`config.mk`:
```
export PLATFORM = sky130hd
export DESIGN_NAME = lnss_mac
export DESIGN_NICKNAME = d
export VERILOG_FILES = /design/src/rtl/lnss_pkg.sv /design/src/rtl/lnss_mac.sv
export SDC_FILE = /design/constraint.sdc
export NUM_CORES = 2
export LEC_CHECK = 0
export BUFFER_PORTS_ARGS = -buffer_cell sky130_fd_sc_hd__buf_4
export CAP_MARGIN = 20
export CORE_MARGIN = 2
export CORE_UTILIZATION = 40
export DETAILED_ROUTE_END_ITERATION = 8
export SETUP_SLACK_MARGIN = 0.5
export SLEW_MARGIN = 25
export SYNTH_ARGS = -nofsm -noshare
export SYNTH_HDL_FRONTEND = slang
export SYNTH_SLANG_ARGS = --single-unit
```
`constraint.sdc`:
```
create_clock -name clk -period 21.1 [get_ports clk]
set_input_delay 2.11 -clock clk [delete_from_list [all_inputs] [get_ports clk]]
set_output_delay 2.11 -clock clk [all_outputs]
set_load 0.02 [all_outputs]
```
`src/rtl/lnss_pkg.sv`:
```
`default_nettype none
// ----------------------------------------------------------------------------
// lnss_pkg
// Shared types, widths and codes of the lattice neighbor shell sorter.
// ----------------------------------------------------------------------------
package lnss_pkg;

  localparam int DEF_MAX_ATOMS  = 16;
  localparam int DEF_MAX_SHIFT  = 2;
  localparam int DEF_MAX_POINTS = 2048;

  localparam int COORD_W    = 28;
  localparam int DISP_W     = 31;
  localparam int KEY_W      = 62;
  localparam int CNT_W      = 11;
  localparam int RADIUS_W   = 32;
  localparam int SHIFT_W    = 3;
  localparam int ATOM_W     = 4;
  localparam int ENTRY_W    = 11;
  localparam int CFG_IDX_W  = 3;
  localparam int CFG_DATA_W = 16;

  localparam logic [CNT_W-1:0] CNT_MAX = '1;
  localparam logic signed [DISP_W-1:0] DISP_MAX = {1'b0, {(DISP_W-1){1'b1}}};
  localparam logic signed [DISP_W-1:0] DISP_MIN = {1'b1, {(DISP_W-1){1'b0}}};

  localparam logic [1:0] OP_LOAD_LAT = 2'd0;
  localparam logic [1:0] OP_LOAD_POS = 2'd1;
  localparam logic [1:0] OP_COMPUTE  = 2'd2;
  localparam logic [1:0] OP_READ     = 2'd3;

  localparam logic [CFG_IDX_W-1:0] CFG_ATOM_COUNT = 3'd0;
  localparam logic [CFG_IDX_W-1:0] CFG_MIN_A      = 3'd1;
  localparam logic [CFG_IDX_W-1:0] CFG_MAX_A      = 3'd2;
  localparam logic [CFG_IDX_W-1:0] CFG_MIN_B      = 3'd3;
  localparam logic [CFG_IDX_W-1:0] CFG_MAX_B      = 3'd4;
  localparam logic [CFG_IDX_W-1:0] CFG_MIN_C      = 3'd5;
  localparam logic [CFG_IDX_W-1:0] CFG_MAX_C      = 3'd6;
  localparam logic [CFG_IDX_W-1:0] CFG_TOL        = 3'd7;

  typedef enum logic [1:0] {
    MAC_HOLD,
    MAC_LOAD,
    MAC_SUB,
    MAC_MUL
  } mac_op_t;

  typedef struct packed {
    mac_op_t            op;
    logic signed [31:0] opa;
    logic signed [31:0] opb;
  } mac_req_t;

  typedef struct packed {
    logic [KEY_W-1:0]          key;
    logic [ATOM_W-1:0]         atom;
    logic signed [SHIFT_W-1:0] sa;
    logic signed [SHIFT_W-1:0] sb;
    logic signed [SHIFT_W-1:0] sc;
    logic signed [DISP_W-1:0]  dx;
    logic signed [DISP_W-1:0]  dy;
    logic signed [DISP_W-1:0]  dz;
  } rec_t;

  typedef enum logic [4:0] {
    ST_IDLE,
    ST_CTR_RD,
    ST_CTR_LATCH,
    ST_GEN_RD,
    ST_GEN_DISP,
    ST_GEN_SQ,
    ST_GEN_WR,
    ST_SORT_INIT,
    ST_M_GRP,
    ST_M_RD,
    ST_M_CMP,
    ST_SH_RD,
    ST_SH_START,
    ST_SH_WAIT,
    ST_SH_WR,
    ST_RD_MEM,
    ST_RD_OUT
  } state_t;

endpackage
`default_nettype wire

```
`src/rtl/lnss_mac.sv`:
```
`default_nettype none
// ----------------------------------------------------------------------------
// lnss_mac
// Shared multiply-accumulate unit with 31-bit saturating view of the sum.
// ----------------------------------------------------------------------------
module lnss_mac import lnss_pkg::*; (
  input  logic                     clk,
  input  mac_req_t                 req,
  output logic signed [63:0]       acc,
  output logic signed [DISP_W-1:0] acc_sat
);

  logic signed [63:0] acc_r;
  logic signed [63:0] prod;

  always_comb begin
    prod = req.opa * req.opb;
  end

  always_ff @(posedge clk) begin
    case (req.op)
      MAC_LOAD: acc_r <= 64'(req.opa);
      MAC_SUB:  acc_r <= acc_r - 64'(req.opa);
      MAC_MUL:  acc_r <= acc_r + prod;
      default:  acc_r <= acc_r;
    endcase
  end

  always_comb begin
    if (acc_r > 64'(DISP_MAX)) begin
      acc_sat = DISP_MAX;
    end else if (acc_r < 64'(DISP_MIN)) begin
      acc_sat = DISP_MIN;
    end else begin
      acc_sat = acc_r[DISP_W-1:0];
    end
  end

  assign acc = acc_r;

endmodule
`default_nettype wire

```
==> out/metrics.yaml <==
logic_synthesis:
  yosys_warnings: 0
  synth_area_leaders: "fa_1 (52%), inv_1 (10%), ha_1 (7.5%)"
  synth_area_sq_um: 47100
  synth_xor_area_frac: 0.0221
  synth_edf_count: 64
  avgSynthCellArea_sq_um: 9.03
  synth_top_family_by_area: "adder cells"
  muxShareOfSynthArea: 0.00197
  synthArstFlopShare: 0
  synthSimpleGateAreaFrac: 0.148
  synth_nets: 6774
  synth_top_area_share: 0.515
  synthAdderAreaFrac: 0.590
  synth.distinct_cells: 81
  yosys_register_bits: 64
  synthCells: 5215
  synth_flop_cell: "edfxtp_1"
  yosysTopAreaCell: "fa_1"
  seq_area_frac_synth: 0.0408
  synth_compound_area_frac: 0.0720
routing:
  vias: 34600
  drc: 0
  ant_nets: 0
  dr.pass1.iters: 6
  viasPerCell: 5.18
  wire_per_inst_microns: 19.9
  drt-initial-drc-count: 1940
  wirelength_microns: 133000
timing:
  tns_ns: 0
  hold_ws_ns: 0.896
  tightest_slew_ns: 0.936
  fin_crit_ns: 10.54
  fmax_ghz: 0.0948
  finalSetupViolations: 0
  finalHoldViolCount: 0
  slew_headroom: 0.360
  rsz0062_at_grt: "false"
  worst_clock_skew_ns: 0.00799
  finalCritPeriodShare: 0.500
  slew_violations: 0
die:
  ioPinCount: 162
  die_x_microns: 347
  start_util: 0.404
  die_h_microns: 347
  core_sq_um: 117000
  die_area_sq_um: 120000
  rows: 125
run:
  max_cap_violations: 0
cts:
  cts.sinks: 64
  cts_max_level: 3
  hold_buffers: 0
  root_buffer: "clkbuf_16"
  numCtsBuffers: 9
  cts_buffer_depth: 2
  clk_transition_reported_paths_ns: 0.06
  clk_latency_ns: 0.35
  cts-resized-gates: 0
  cts_tree: "done"
  cts_setup_buffers: 0
grt:
  overflow: 0
  grtUsageTotal: 0.228
  grt_pass1_vias: 37700
  grt_first_pass_wirelength_microns: 213000
  grt_max_degree: 71
  grt_antenna_before_repair: 3
setup_path:
  r2r_setup_slack_ns: 12.46
  required_ns: 21.25
  critPathBufInv: 9
  crit_slowest_cell: "o31ai_1"
  cp_top_family: "adder cells"
  crit_type: "input port to register"
  start_kind: "input port"
  reg2regPathDepth: 26
  cpPeakStageDelay_ns: 0.78
  crit_fanout: 39
  worstPathArrival_ns: 10.70
  path_depth: 29
  end_kind: "register"
  crit_top_cell: "fa_1"
final_layout:
  n_fill_cell: 11600
  areaGrowthSynthToFinish_pct: 5.41
  largest_reg_flops: 64
  final_layout_size_suffix_gt1_frac: 0.0431
  nets: 6708
place:
  dp_hpwl_microns: 111000
  globalplace.congestion: 0.904
  io_buffers: 161
status:
  outcome: "complete, no violations"
worst_hold_path:
  min_path_type: "register to register"
  hold_depth: 4
==> Yosys cell counts, types with 11 or more instances <==
library cell / count
inv_1: 1310
fa_1: 1211
nand2_1: 711
and2_1: 462
ha_1: 281
clkbuf_1: 244
a21oi_1: 160
nor2_1: 108
o21ai_0: 92
xnor2_1: 74
edfxtp_1: 64
a21o_1: 58
xor2_1: 45
nand4_1: 32
nand3_1: 29
nor3_1: 25
a211oi_1: 24
o21a_1: 24
a31oi_1: 22
o21bai_1: 18
o211ai_1: 17
nor2b_1: 15
nor4_1: 13
and3_1: 11
nand2b_1: 11
==> layout by cell type, fill, tap and decap left out, types with 9 or more instances in the layout <==
cell type,instances
nor2b_1,15
a21oi_1,160
o21a_1,24
nand4_1,32
xnor2_1,74
a31oi_1,22
o21bai_1,18
nand3_1,29
a21o_1,58
nor3_1,25
xor2_1,45
a211o_1,10
nand2b_1,11
nor4_1,13
nand2_1,709
and2_1,462
nor2_1,108
clkbuf_16,9
o21ai_0,92
inv_1,1309
and3_1,11
fa_1,1211
ha_1,281
edfxtp_1,64
buf_4,178
o211ai_1,17
a211oi_1,24
==> worst paths after layout <==
| path | start | to |
|---|---|---|
| max | req[63] | acc[62] |
| min reg2reg | acc[0] | acc[0] |
| max reg2reg | acc[23] | acc[62] |
| min | acc[0] | acc[0] |
==> worst register-to-register path, cell delays in order (launching register included) <==
cell	delay, ns
edfxtp_1	0.57
inv_1	0.13
fa_1	0.53
fa_1	0.55
inv_1	0.05
fa_1	0.48
inv_1	0.06
fa_1	0.53
inv_1	0.06
fa_1	0.48
fa_1	0.50
fa_1	0.49
inv_1	0.05
fa_1	0.49
inv_1	0.05
ha_1	0.39
nand2_1	0.10
nor3_1	0.23
nand3_1	0.19
a211oi_1	0.35
nor2_1	0.14
o31ai_1	0.78
a31oi_1	0.29
a21oi_1	0.36
a311oi_1	0.16
xor2_1	0.16
o311ai_0	0.27
==> cell families (layout without fill, tap and decap cells) <==
kind of cell / Yosys count / in the layout
fa+ha+maj: 1492 / 1492
flops: 64 / 64
xor+xnor: 119 / 119
buf+inv: 1567 / 1505
simple gates: 1446 / 1446
other cells: 0 / 3
mux: 9 / 9
compound gates: 518 / 518
==> per-stage QoR <==
stage | cell area, sq um | util | setup WS (ns) | std cells
floorplan | 47100 | - | 10.39 | 5215
global placement | 49400 | 0.424 | 10.37 | 6662
detailed placement | 49400 | 0.424 | 10.25 | 6662
CTS | 49600 | 0.426 | 10.60 | 6677
global route | 49600 | 0.426 | 10.06 | 6678
finish | 49600 | 0.426 | 10.56 | 6680
==> final cells by class <==
type / instances / area [sq um] / share of cell area
multi-input combinational: 3584 / 39300 / 0.791
inverter: 1312 / 4920 / 0.0993
sequential: 64 / 1920 / 0.0387
tap: 1524 / 1910 / 0.0384
timing repair buffer: 178 / 1340 / 0.0269
clock buffer: 10 / 229 / 0.00462
clock inverter: 5 / 25.0 / 0.000504
antenna: 3 / 7.51 / 0.000151
==> per-layer routing <==
layer / vias to the layer above / routed length [microns] / GRT usage
li1: 15300 / - / -
met1: 18300 / 54000 / 0.294
met2: 881 / 69400 / 0.410
met3: 175 / 5930 / 0.0197
met4: 2 / 3550 / 0.0562
met5: - / 13 / 0
Power is not shown: default switching activity piles up to over one toggle a cycle in this logic, so the estimate is an artifact.
