`src/rtl/lnss_isqrt.sv`:
```
`default_nettype none
// ----------------------------------------------------------------------------
// lnss_isqrt
// Iterative floor square root of a 64-bit value, two radicand bits a cycle.
// ----------------------------------------------------------------------------
module lnss_isqrt (
  input  logic        clk,
  input  logic        rst_n,
  input  logic        start,
  input  logic [63:0] radicand,
  output logic        done,
  output logic [31:0] root
);

  logic        busy_r;
  logic        done_r;
  logic [63:0] rem_r;
  logic [63:0] res_r;
  logic [63:0] bit_r;
  logic [63:0] trial;
  logic        fits;

  assign trial = res_r + bit_r;
  assign fits  = rem_r >= trial;

  always_ff @(posedge clk) begin
    if (!rst_n) begin
      busy_r <= 1'b0;
      done_r <= 1'b0;
    end else begin
      done_r <= 1'b0;
      if (start) begin
        busy_r <= 1'b1;
      end else if (busy_r && bit_r == 64'd1) begin
        busy_r <= 1'b0;
        done_r <= 1'b1;
      end
    end
  end

  always_ff @(posedge clk) begin
    if (start) begin
      rem_r <= radicand;
      res_r <= '0;
      bit_r <= 64'h4000_0000_0000_0000;
    end else if (busy_r) begin
      if (fits) begin
        rem_r <= rem_r - trial;
        res_r <= (res_r >> 1) + bit_r;
      end else begin
        res_r <= res_r >> 1;
      end
      bit_r <= bit_r >> 2;
    end
  end

  assign done = done_r;
  assign root = res_r[31:0];

endmodule
`default_nettype wire

```
`config.mk`:
```
export PLATFORM = sky130hd
export DESIGN_NAME = lnss_isqrt
export DESIGN_NICKNAME = d
export VERILOG_FILES = /design/src/rtl/lnss_isqrt.sv
export SDC_FILE = /design/constraint.sdc
export NUM_CORES = 1
export LEC_CHECK = 0
export ABC_AREA = 1
export BUFFER_PORTS_ARGS = -buffer_cell sky130_fd_sc_hd__buf_2
export CAP_MARGIN = 25
export CORE_MARGIN = 10
export CORE_UTILIZATION = 46
export DETAILED_ROUTE_END_ITERATION = 8
export PLACE_DENSITY = 0.64
export RECOVER_POWER = 25
export SLEW_MARGIN = 15
export SYNTH_ARGS = -nofsm -noshare
export SYNTH_HDL_FRONTEND = slang
export SYNTH_SLANG_ARGS = --single-unit
```
`constraint.sdc`:
```
create_clock -name clk -period 11.7 [get_ports clk]
set_input_delay 1.17 -clock clk [delete_from_list [all_inputs] [get_ports clk]]
set_output_delay 1.17 -clock clk [all_outputs]
set_load 0.05 [all_outputs]
```
==> results of run 1 <==
layout by cell type (no fill, tap or decap), drive strengths merged, types with 7 or more instances in the layout:
master / n
o21ai: 188
a21oi: 223
a21o: 12
or2: 18
o21bai: 26
nor2: 436
ha: 130
o211ai: 7
xor2: 48
inv: 514
nand3b: 26
nor3: 45
dfxtp: 98
xnor2: 48
nand3: 281
buf: 76
nor4: 8
a31oi: 15
edfxtp: 64
nand2: 1212
clkbuf: 49
nand4: 36
synth_stat cells, types with 3 or more instances:
library cell,count
nand2_1,1208
inv_1,502
nor2_1,431
nand3_1,280
a21oi_1,217
o21ai_0,166
ha_1,130
dfxtp_1,98
edfxtp_1,64
xnor2_1,48
xor2_1,48
nor3_1,44
clkbuf_1,36
nand4_1,36
buf_4,35
buf_2,27
nand3b_1,26
o21bai_1,25
o21ai_1,22
or2_2,18
a31oi_1,15
a21o_1,12
buf_1,10
nor4_1,8
o211ai_1,7
a21oi_2,5
a211oi_1,4
and2_1,4
and3_1,4
buf_6,4
nor2_2,4
inv_2,3
nand2_4,3
o21a_1,3
cell type report:
type | count | area share
clock buffers | 17 | 0.0200
well taps | 585 | 0.0344
inverters | 506 | 0.0893
multi-input cells | 2784 | 0.642
clock inverters | 15 | 0.00777
repair buffers | 108 | 0.0242
flip-flops and latches | 162 | 0.183
path summary, 6_finish.rpt:
check                           startpoint        end  cells after the start
worst max-delay path             res_r[10]  rem_r[53]                     20
worst min-delay path              res_r[0]   res_r[0]                      2
worst max register to register   res_r[10]  rem_r[53]                     20
worst min register to register    res_r[0]   res_r[0]                      2
metrics by stage:
step                      area [um^2]   util  total power, uW  hold slack (ps)
after floorplan                 20000      -             3530              463
after global placement          20700  0.481             4440              486
after detailed placement        20700  0.481             4440              485
after CTS                       21300  0.495             5050              502
after global routing            21300  0.494             5560              554
final                           21300  0.494             5110              511
cells by family (layout without fill, tap and decap cells):
family          count (synthesis)  after routing  share of synthesized area
fa+ha+maj                     131            131                     0.0822
xor+xnor                       96             96                     0.0420
compound gates                487            487                      0.132
flops                         162            162                      0.194
buf+inv                       618            646                      0.125
simple gates                 2070           2070                      0.424
power by group:
group	internal (uW)	total, uW	switching, uW
Clock	286	589	303
Sequential	825	1070	249
Combinational	1110	3450	2330
Total	2220	5110	2880
sequential cells by signal, indices dropped and copies added (netlist names):
name,count
rem_r,64
bit_r,32
res_r,64
done,1
busy_r,1
layer usage:
metal,part of all wire,up-vias,track usage
li1,-,11400,-
met1,0.43,10300,0.369
met2,0.45,893,0.473
met3,0.064,196,0.0407
met4,0.051,0,0.149
met5,0,-,0
worst min-delay path: stages (launching register included):
cell,delay [ps]
dfxtp_1,330
nand2_1,70
a21oi_1,60
==> reports/results.tsv, run 1 <==
metric	value	unit
Final HPWL DP	63.7	mm
DR iter-0 viols	1958	
post-place setup slack	6050	ps
slowest CP cell	buf_4	
Fin Setup TNS	0	ps
number of routed nets with antenna violations	0	
Crit. End Element	flip-flop	
final slew viol count	191	
num ports	100	
syn nets	3762	
area of the multi-input gates	13600	um^2
Tightest Pin Transition	2900	ps
postcts setup bufs	0	
Final Hold Fails	0	
GRT Total Usage	0.291	
CTS tree	yes	
Antenna diodes	0	
total gr overflow	0	
DRT Wirelength	77.9	mm
IO buf count	99	
vias in the first global route	21500	
synth-to-layout area growth	6.12	%
Worst slew margin	-0.934	
cell family with most CP delay	simple AND/OR/NAND/NOR gates	
Vias	22800	
CP required	11820	ps
Setup crit start kind	flip-flop	
register area share after synthesis	0.194	
P per Cell Area	240	nW/um^2
Placed Instances	4145	
vias per cell	5.47	
top_reg_cell synth	dfxtp_1	
clock root buffer	clkbuf_16	
routability cong.	1.05	
crit path max fanout	64	
PostCTS Resize Cnt	0	
Clock Pin Slew Worst Setup and Hold Paths	80	ps
initial antenna violation count	0	
core area	43100	um^2
WL/cell	18.7	um
Peak Freq	171	MHz
share of layout cells above drive strength 1	0.0420	
Hold/Removal Path Class	flip-flop to flip-flop	
LEAKAGE	0.00962	uW
die height	229	um
final period utilization	0.500	
first-pass GRT wire length	119	mm
die area	52300	um^2
Synth area leaders	nand2_1 (23%), dfxtp_1 (9.8%), edfxtp_1 (9.6%), inv_1 (9.4%), ha_1 (8.1%)	
unrepaired setup endpoints after global routing	false	
critical path class	flip-flop to flip-flop	
Layout Nets	3777	
Final min period	5850	ps
Die W	229	um
clock latency at the later pin of the worst-skew pair	510	ps
Mapped Area	20000	um^2
Final Non-Filler Cells	4177	
DRT Pass-1 Iters	6	
top cell type's share of synthesized area	0.226	
count of cell types in the netlist	50	
setup violators final	0	
max cap viols	4	
largest net degree at the start of global routing	73	
failing checks	max-capacitance violations, max-slew violations	
cell repeated most along the worst path	nand2_1	
Core Rows	76	
status	complete, but fails checks	
initial core utilization	0.465	
IR drop worst, VDD	0.171	mV
EDFF count, synth	64	
hold_buf cts	0	
CTS H-Tree Depth	4	
count of state elements after synthesis	162	
Syn. warnings	0	
Bufs and invs on worst path	1	
Synth Instances	3564	
cell chain of the critical path	ha_1, nand2_1, o21ai_1, nand2_1, nand2_1, a21oi_1, o21ai_0, nand3_1, nand3_1, xnor2_1, ha_1, nand2_1, nor2_1, nand2_1, nor3_2, nand2_4, nand2_4, nand2_4, nand2_2, buf_4	
clock buffer count from CTS	17	
CTS max path bufs	2	
total clock sinks	162	
Mapped Avg Cell Area	5.62	um^2
final worst slack	5850	ps
FILL cells	4918	
Async SR Flop Fraction	0	
clk_skew	21.0	ps
Worst R2R Setup Slack	5850	ps
crit path DAT	5970	ps
DRC violations left	0	
area leader, netlist	nand2_1	
Storage cell area	3880	um^2
Slowest Stage Delay on Critical Path	640	ps
No activity file was read; power rests on OpenSTA's default activity.
==> run 2, diff against run 1 <==
==> constraint.sdc (replaced) <==
create_clock -name clk -period 5.53 [get_ports clk]
set_input_delay 0.553 -clock clk [delete_from_list [all_inputs] [get_ports clk]]
set_output_delay 0.553 -clock clk [all_outputs]
set_load 0.05 [all_outputs]
==> run 2 against run 1 <==
Effect of this change: the flow still finishes with violations (max-capacitance violations, max-slew violations); first-iteration DRC count up 14%; worst hold slack worse by 230 ps; count of clock-buffer cells in the layout unchanged; clock power up 120%; die area unchanged; critical path type unchanged; critical endpoint is now rem_r[19].
==> reports/results.tsv, run 2 (synthesis results as in run 1) <==
metric	value	unit	change
num ports	100		unchanged
Antenna diodes	0		unchanged
Slowest Stage Delay on Critical Path	600	ps	-40 ps
CTS max path bufs	2		unchanged
post-route cell area	21500	um^2	+0.98%
first-pass GRT wire length	120	mm	+0.62%
clock latency at the later pin of the worst-skew pair	520	ps	about the same
crit path max fanout	64		unchanged
initial antenna violation count	0		unchanged
failing checks	max-capacitance violations, max-slew violations		
die area	52300	um^2	unchanged
area post-placement	20900	um^2	+0.94%
initial core utilization	0.465		unchanged
Layout Nets	3798		+0.56%
Crit. End Element	flip-flop		
final slew viol count	182		-4.7%
status	complete, but fails checks		
total gr overflow	0		unchanged
Vias	22800		-0.0044%
PostCTS Resize Cnt	0		unchanged
largest net degree at the start of global routing	73		unchanged
max layer used	met4		
Core Rows	76		unchanged
Final min period	4980	ps	-863 ps
Final Hold Fails	0		unchanged
P per Cell Area	510	nW/um^2	+110%
commonest cells after routing, fill and taps aside	nand2_1 (1207), inv_1 (503), nor2_1 (431), nand3_1 (280), a21oi_1 (217)		
Fin Setup TNS	0	ps	unchanged
CTS H-Tree Depth	4		unchanged
max cap viols	4		unchanged
unrepaired setup endpoints after global routing	false		
DRC violations left	0		unchanged
WHS	281	ps	-230 ps
final period utilization	0.901		+0.402
slowest CP cell	dfxtp_1		
commonest non-fill, non-tap cell in the layout	nand2_1		
IR drop worst, VDD	0.351	mV	+110%
postcts setup bufs	0		unchanged
LEAKAGE	0.00975	uW	+1.4%
Regs by FF count	rem_r: 64 flops, res_r: 64 flops, bit_r: 32 flops		
DR iter-0 viols	2240		+14%
clock buffer count from CTS	17		unchanged
DRT Wirelength	79.1	mm	+1.5%
vias per cell	5.44		-0.50%
IO buf count	99		unchanged
hold_buf cts	0		unchanged
CP required	5700	ps	-6120 ps
number of routed nets with antenna violations	0		unchanged
met3 routed WL	5.24	mm	+4.8%
Final HPWL DP	64.8	mm	+1.7%
met1 WL	33.8	mm	+0.75%
Worst slew margin	-0.194		+0.740
CTS tree	yes		
die height	229	um	unchanged
Setup crit start kind	flip-flop		
Tightest Pin Transition	1790	ps	-1110 ps
Hold/Removal Path Class	input port to flip-flop		
WL/cell	18.8	um	+0.98%
synth-to-layout area growth	7.16	%	
critical path class	flip-flop to flip-flop		
share of layout cells above drive strength 1	0.0465		+0.00446
total clock sinks	162		unchanged
clk_skew	12.7	ps	-8.32 ps
setup violators final	0		unchanged
Clock Pin Slew Worst Setup and Hold Paths	80	ps	about the same
routability cong.	1.02		-2.3%
cell chain of the critical path	ha_1, nand2_1, o21ai_0, nand2_1, o21ai_0, a21oi_1, o21ai_0, a21oi_1, nand3b_1, nand2_1, ha_1, nand2_1, nor3_1, nand2_1, nor2_1, a21oi_4, nand2_4, nand2_4, nand2_2, buf_12		
Detail Route met2 WL	35.5	mm	+0.41%
DRT Pass-1 Iters	6		unchanged
crit path DAT	5160	ps	-810 ps
core area	43100	um^2	unchanged
Peak Freq	201	MHz	+17%
cell repeated most along the worst path	nand2_1		
GRT Total Usage	0.295		+0.00476
Die W	229	um	unchanged
clock root buffer	clkbuf_16		
vias in the first global route	21600		+0.15%
-- run 2: cell types whose count changed in the layout (fill, tap and decap cells not counted), sizes merged --
cell / previous run / this run
buf: 76 / 94
bufinv: 0 / 1
clkbuf: 49 / 52
clkinv: 4 / 2
clkinvlp: 3 / 2
inv: 514 / 516
-- run 2: layer usage --
layer | global-route usage | up-vias
met5 | 0 | -
met4 | 0.167 | 0
met3 | 0.0367 | 203
met2 | 0.479 | 933
met1 | 0.374 | 10300
li1 | - | 11500
-- run 2: critical path: cells and delay by family (launching register included) --
kind | cells | cell delay, ps
and+or+nand+nor | 11 | 1510
AOI/OAI and AO/OA | 6 | 1430
adders and majority gates | 2 | 700
DFF | 1 | 600
buffers and inverters | 1 | 320
-- run 2: final timing paths --
kind / from / end / slack, ps / cells past startpoint
worst max-delay path: res_r[30] / rem_r[19] / 550 / 20
worst min-delay path: rst_n / busy_r / 280 / 3
worst max register to register: res_r[30] / rem_r[19] / 550 / 20
worst min register to register: res_r[0] / res_r[0] / 520 / 2
-- run 2: through the flow --
step                       util  worst slack, ps  cells  power (uW)
after floorplan               -              574   3564        7470
after global placement    0.486              730   4166        9440
after detailed placement  0.486              787   4166        9460
after CTS                 0.500              758   4198       10800
after global routing      0.499              273   4198       11900
final                     0.499              546   4198       11000
-- run 2: cell type report --
type                       count  area, um^2
clock buffer                  17         425
clock inverter                15         183
fill                        4872       21600
inverter                     506        1900
multi-input combinational   2784       13600
sequential                   162        3880
tap                          585         732
timing repair buffer         129         708
-- run 2: report_power, final --
group / total, uW / leakage [uW] / switching [uW] / internal, uW
sequential: 2210 / 0.00144 / 470 / 1740
clock: 1310 / 0.000294 / 662 / 652
combinational: 7430 / 0.00802 / 4990 / 2440
total: 11000 / 0.00975 / 6120 / 4830
